File: config.mk
export PLATFORM = sky130hd
export DESIGN_NAME = iocnt_ctrl
export DESIGN_NICKNAME = d
export VERILOG_FILES = /design/src/iocnt_pkg.sv /design/src/iocnt_ctrl.sv
export SDC_FILE = /design/constraint.sdc
export NUM_CORES = 1
export LEC_CHECK = 0
export BUFFER_PORTS_ARGS = -buffer_cell sky130_fd_sc_hd__buf_4
export CORE_AREA = 10 10 47 49
export CTS_CLUSTER_SIZE = 28
export DETAILED_ROUTE_END_ITERATION = 10
export DIE_AREA = 0 0 57 59
export GPL_ROUTABILITY_DRIVEN = 0
export PLACE_DENSITY = 0.44
export SLEW_MARGIN = 0
export SYNTH_ARGS = -nofsm -noshare
export SYNTH_HDL_FRONTEND = slang
export SYNTH_SLANG_ARGS = --single-unit
File: constraint.sdc
create_clock -name i_clk -period 1.37 [get_ports i_clk]
set_input_delay 0.0685 -clock i_clk [delete_from_list [all_inputs] [get_ports i_clk]]
set_output_delay 0.0685 -clock i_clk [all_outputs]
set_load 0.03 [all_outputs]
File: src/iocnt_pkg.sv
`timescale 1ns / 1ps
// Interval overlap counter package: sizes, command codes and the
// command/status structs shared by the controller and the datapath.
package iocnt_pkg;

    localparam int STORE_DEPTH = 1024;
    localparam int CHROM_BITS  = 8;
    localparam int POS_BITS    = 32;

    localparam int KEY_BITS   = CHROM_BITS + POS_BITS;
    localparam int ADDR_BITS  = $clog2(STORE_DEPTH);
    localparam int CNT_BITS   = $clog2(STORE_DEPTH + 1);
    localparam int CMD_BITS   = 2;
    localparam int CHROM_W    = 8;
    localparam int COORD_W    = 32;
    localparam int OCOUNT_W   = 11;

    localparam logic [CMD_BITS-1:0] CMD_LOAD  = 2'd0;
    localparam logic [CMD_BITS-1:0] CMD_QUERY = 2'd1;
    localparam logic [CMD_BITS-1:0] CMD_CLEAR = 2'd2;

    localparam logic STATUS_ANSWER  = 1'b0;
    localparam logic STATUS_DROPPED = 1'b1;

    typedef struct packed {
        logic search_init;
        logic search_cmp;
        logic shift_init;
        logic shift_step;
        logic insert;
    } t_lane_cmd;

    typedef struct packed {
        logic search_done;
        logic shift_done;
    } t_lane_sts;

    typedef struct packed {
        logic      capture;
        t_lane_cmd lane;
        logic      count_clear;
        logic      out_load;
    } t_dp_cmd;

    typedef struct packed {
        logic is_load;
        logic is_query;
        logic is_clear;
        logic empty;
        logic full;
        logic out_free;
        logic search_done;
        logic shift_done;
    } t_dp_sts;

endpackage

File: src/iocnt_ctrl.sv
`timescale 1ns / 1ps
// Controller state machine: decode, search, shift, insert and respond.
// Depends on iocnt_pkg.
module iocnt_ctrl (
    input  logic               i_clk,
    input  logic               i_rst_n,
    input  logic               i_in_valid,
    output logic               o_in_stall,
    input  iocnt_pkg::t_dp_sts i_sts,
    output iocnt_pkg::t_dp_cmd o_cmd
);

    localparam logic [2:0] S_IDLE  = 3'd0;
    localparam logic [2:0] S_DEC   = 3'd1;
    localparam logic [2:0] S_SRD   = 3'd2;
    localparam logic [2:0] S_SCMP  = 3'd3;
    localparam logic [2:0] S_SHIFT = 3'd4;
    localparam logic [2:0] S_INS   = 3'd5;
    localparam logic [2:0] S_RESP  = 3'd6;

    logic [2:0] r_state, n_state;

    always_comb begin
        n_state = r_state;
        o_cmd   = '0;
        case (r_state)
            S_IDLE: begin
                if (i_in_valid) begin
                    o_cmd.capture = 1'b1;
                    n_state       = S_DEC;
                end
            end
            S_DEC: begin
                n_state = S_IDLE;
                if (i_sts.is_clear) begin
                    o_cmd.count_clear = 1'b1;
                end else if (i_sts.is_load && !i_sts.empty) begin
                    if (i_sts.full) begin
                        n_state = S_RESP;
                    end else begin
                        o_cmd.lane.search_init = 1'b1;
                        n_state                = S_SRD;
                    end
                end else if (i_sts.is_query && !i_sts.empty) begin
                    o_cmd.lane.search_init = 1'b1;
                    n_state                = S_SRD;
                end
            end
            S_SRD: begin
                if (!i_sts.search_done) begin
                    n_state = S_SCMP;
                end else if (i_sts.is_query) begin
                    n_state = S_RESP;
                end else begin
                    o_cmd.lane.shift_init = 1'b1;
                    n_state               = S_SHIFT;
                end
            end
            S_SCMP: begin
                o_cmd.lane.search_cmp = 1'b1;
                n_state               = S_SRD;
            end
            S_SHIFT: begin
                o_cmd.lane.shift_step = 1'b1;
                if (i_sts.shift_done) begin
                    n_state = S_INS;
                end
            end
            S_INS: begin
                o_cmd.lane.insert = 1'b1;
                n_state           = S_IDLE;
            end
            S_RESP: begin
                if (i_sts.out_free) begin
                    o_cmd.out_load = 1'b1;
                    n_state        = S_IDLE;
                end
            end
            default: begin
                n_state = S_IDLE;
            end
        endcase
    end

    always_ff @(posedge i_clk) begin
        if (!i_rst_n) begin
            r_state <= S_IDLE;
        end else begin
            r_state <= n_state;
        end
    end

    assign o_in_stall = (r_state != S_IDLE);

endmodule

==> impl_metrics.csv <==
group,metric,value,unit
status,status,"finished clean",
global_route,grtUsageMet1,0.0688,
detailed_routing,routedWlPerCell,13.3,um
sta,rsz0062_at_grt,"yes",
clock_network,cts-htree-levels,1,
finish,largest_reg_flops,3,
setup_path,crit_end,"o_cmd[4]",
setup_path,cp_num_cells,3,
sta,slew_viol_final,0,
pwr,peakVddDrop,0.000180,V
clock_network,ctsHoldBuffers,0,
hold_path,hold_depth,2,
finish,diodes,0,
global_route,grt_pass1_vias,368,
setup_path,critical_path.startpoint_type,"flip-flop",
finish,area_growth,66.8,%
yosys,synth_cells,37,
detailed_routing,drt_iter0_drc,0,
detailed_routing,wl,972,um
global_route,antenna_found_initial,0,
yosys,ys_ff_latch,3,
floorplan,ioPinCount,20,
detailed_routing,vias,340,
finish,final_area,465,sq um
clock_network,cts_tree,"built",
setup_path,r2r_slack,0.21,ns
placement,io_buffer_count,19,
clock_network,cts_root_buf,"clkbuf_4",
setup_path,path_class,"flip-flop to output pin",
clock_network,numCtsBuffers,3,
yosys,yosysWarnings,0,
setup_path,worst_setup_path_end_kind,"output pin",
detailed_routing,vias_per_cell,4.66,
global_route,grt_max_degree,12,
sta,setup-violations-final,0,
finish,drive_gt1_frac,0.509,
global_route,gr-usage-all-layers,0.0609,
yosys,synth.avg_cell_area,7.54,sq um
finish,top_register,"r_state",
setup_path,rr_worst_depth,3,
setup_path,cp.arrival,1.24,ns
sta,slew_headroom,0.759,
run,cap_violations,0,
floorplan,fp.coreArea,1400,sq um
sta,skew,0.00504,ns
floorplan,start_util,0.199,
clock_network,path_clk_slew,0.04,ns
setup_path,crit_path_max_fanout,10,
detailed_routing,drc_errors,0,
setup_path,crit_required,1.30,ns
global_route,gr-usage-met3,0.0386,
setup_path,reg2reg_to,"r_state[0]$_SDFFE_PN0P_",
finish,fillers,161,
sta,period_minus_slack,1.31,ns
sta,setup_slack,0.0635,ns
yosys,synth_cell_types,22,
yosys,synth_area,279,sq um
setup_path,startpoint,"r_state[0]$_SDFFE_PN0P_",
sta,period_share,0.954,
sta,hold_violations,0,
floorplan,die_area,3360,sq um
finish,final_nets,69,
yosys,yosysSeqAreaShare,0.215,
pwr,p_leak,0.204,nW
global_route,busiest_layer,"met2",
global_route,met2_usage,0.0775,
clock_network,cts_max_path_buffers,2,
clock_network,cts_setup_buffers,0,
setup_path,rr_startpoint,"r_state[2]$_SDFFE_PN0P_",
placement,place_ws,0.199,ns
placement,placed_area,420,sq um
setup_path,crit_chain,"or3b_4, nor2_4, buf_6",
floorplan,die_x,57,um
setup_path,path_buf_inv,1,
finish,top_regs,"r_state x3",
global_route,gr-total-overflow,0,
setup_path,crit_family,"simple AND/OR/NAND/NOR gates",
sta,tightest_slew,0.362,ns
hold_path,hp-class,"primary input to flip-flop",
pwr,power_density,731,nW/um^2
floorplan,rows,14,
detailed_routing,antenna_left,0,
detailed_routing,drtPass1Iterations,1,
yosys,syn-num-nets,48,
sta,maxClockFrequency,765,MHz
global_route,grt_pass1_wl,1.60,mm
floorplan,die_h,59,um
setup_path,cpMaxStageDelayCell,"or3b_4",
clock_network,clk_latency,0.23,ns
clock_network,clock_sinks,3,
setup_path,slowest_delay,0.42,ns
-- per-stage QoR --
stage               std cells  hold WS, ns  setup TNS, ns  power, W  utilization
floorplan                  37        0.207              0  0.000145            -
global placement           69        0.343              0  0.000186        0.300
detailed placement         69        0.340              0  0.000185        0.300
CTS                        73       0.0891              0  0.000349        0.320
global route               73        0.103        -0.0375  0.000366        0.332
finish                     73       0.0997              0  0.000340        0.332
-- repair_timing --
action,CTS,global route
endpoints found under the hold margin,0,0
gates cloned,0,0
pin swaps,0,0
endpoints found under the setup margin,2,5
gates resized for setup,1,6
-- final cells by class --
type                       instances  area (sq um)  share of cell area
multi-input combinational         29           200               0.430
timing repair buffer              19           146               0.315
sequential                         3          65.1               0.140
clock buffer                       4          26.3              0.0565
tap                               16          20.0              0.0430
inverter                           2          7.51              0.0161
-- cell usage after synthesis --
master	number	area, sq um
nor2_1	5	18.8
and3_1	3	18.8
dfxtp_1	3	60.1
nor3b_1	3	22.5
o21ai_0	3	15.0
buf_2	2	10.0
inv_1	2	7.51
mux2i_1	2	20.0
a21oi_1	1	5.00
a31oi_1	1	6.26
and2_1	1	6.26
and4bb_2	1	12.5
buf_6	1	11.3
nand2_1	1	3.75
nand2b_1	1	6.26
nand3_1	1	5.00
nand4_1	1	6.26
o2111ai_2	1	15.0
o21ai_1	1	5.00
o22ai_1	1	6.26
or3_1	1	6.26
or3b_4	1	11.3
-- how the worst min path moves through the flow --
stage,start,endpoint,slack [ns]
final,i_rst_n,r_state[0]$_SDFFE_PN0P_,0.1
after global routing,i_rst_n,r_state[0]$_SDFFE_PN0P_,0.10
after CTS,i_rst_n,r_state[0]$_SDFFE_PN0P_,0.09
after detailed placement,i_rst_n,r_state[0]$_SDFFE_PN0P_,0.34
after global placement,i_rst_n,r_state[0]$_SDFFE_PN0P_,0.34
after floorplan,i_rst_n,r_state[2]$_SDFFE_PN0P_,0.21
-- layer usage --
metal / share of wire / vias up / wire length [um]
met1: 0.48 / 148 / 464
li1: - / 174 / -
met2: 0.39 / 16 / 383
met4: 0.022 / 0 / 21
met5: 0 / - / 0
met3: 0.11 / 2 / 103
-- logic make-up after synthesis --
group | synth area share
and+or+nand+nor | 0.422
AOI/OAI and AO/OA | 0.188
muxes | 0.0718
DFF | 0.215
buffers and inverters | 0.103
-- power by group --
| part | switching, W | internal (W) | leakage, nW |
|---|---|---|---|
| Sequential | 0.00000759 | 0.0000908 | 0.0256 |
| Combinational | 0.0000433 | 0.0000434 | 0.163 |
| Clock | 0.0000460 | 0.000109 | 0.0150 |
| Total | 0.0000970 | 0.000243 | 0.204 |
-- cell usage in the layout (no fill, tap or decap), types with 2 or more instances in the layout --
| cell | n |
|---|---|
| buf_4 | 18 |
| and3_1 | 3 |
| nor3b_1 | 3 |
| clkbuf_4 | 3 |
| nor2_1 | 3 |
| inv_1 | 2 |
| mux2i_1 | 2 |
| o21ai_0 | 3 |
No activity file was read; power rests on OpenSTA's default activity.
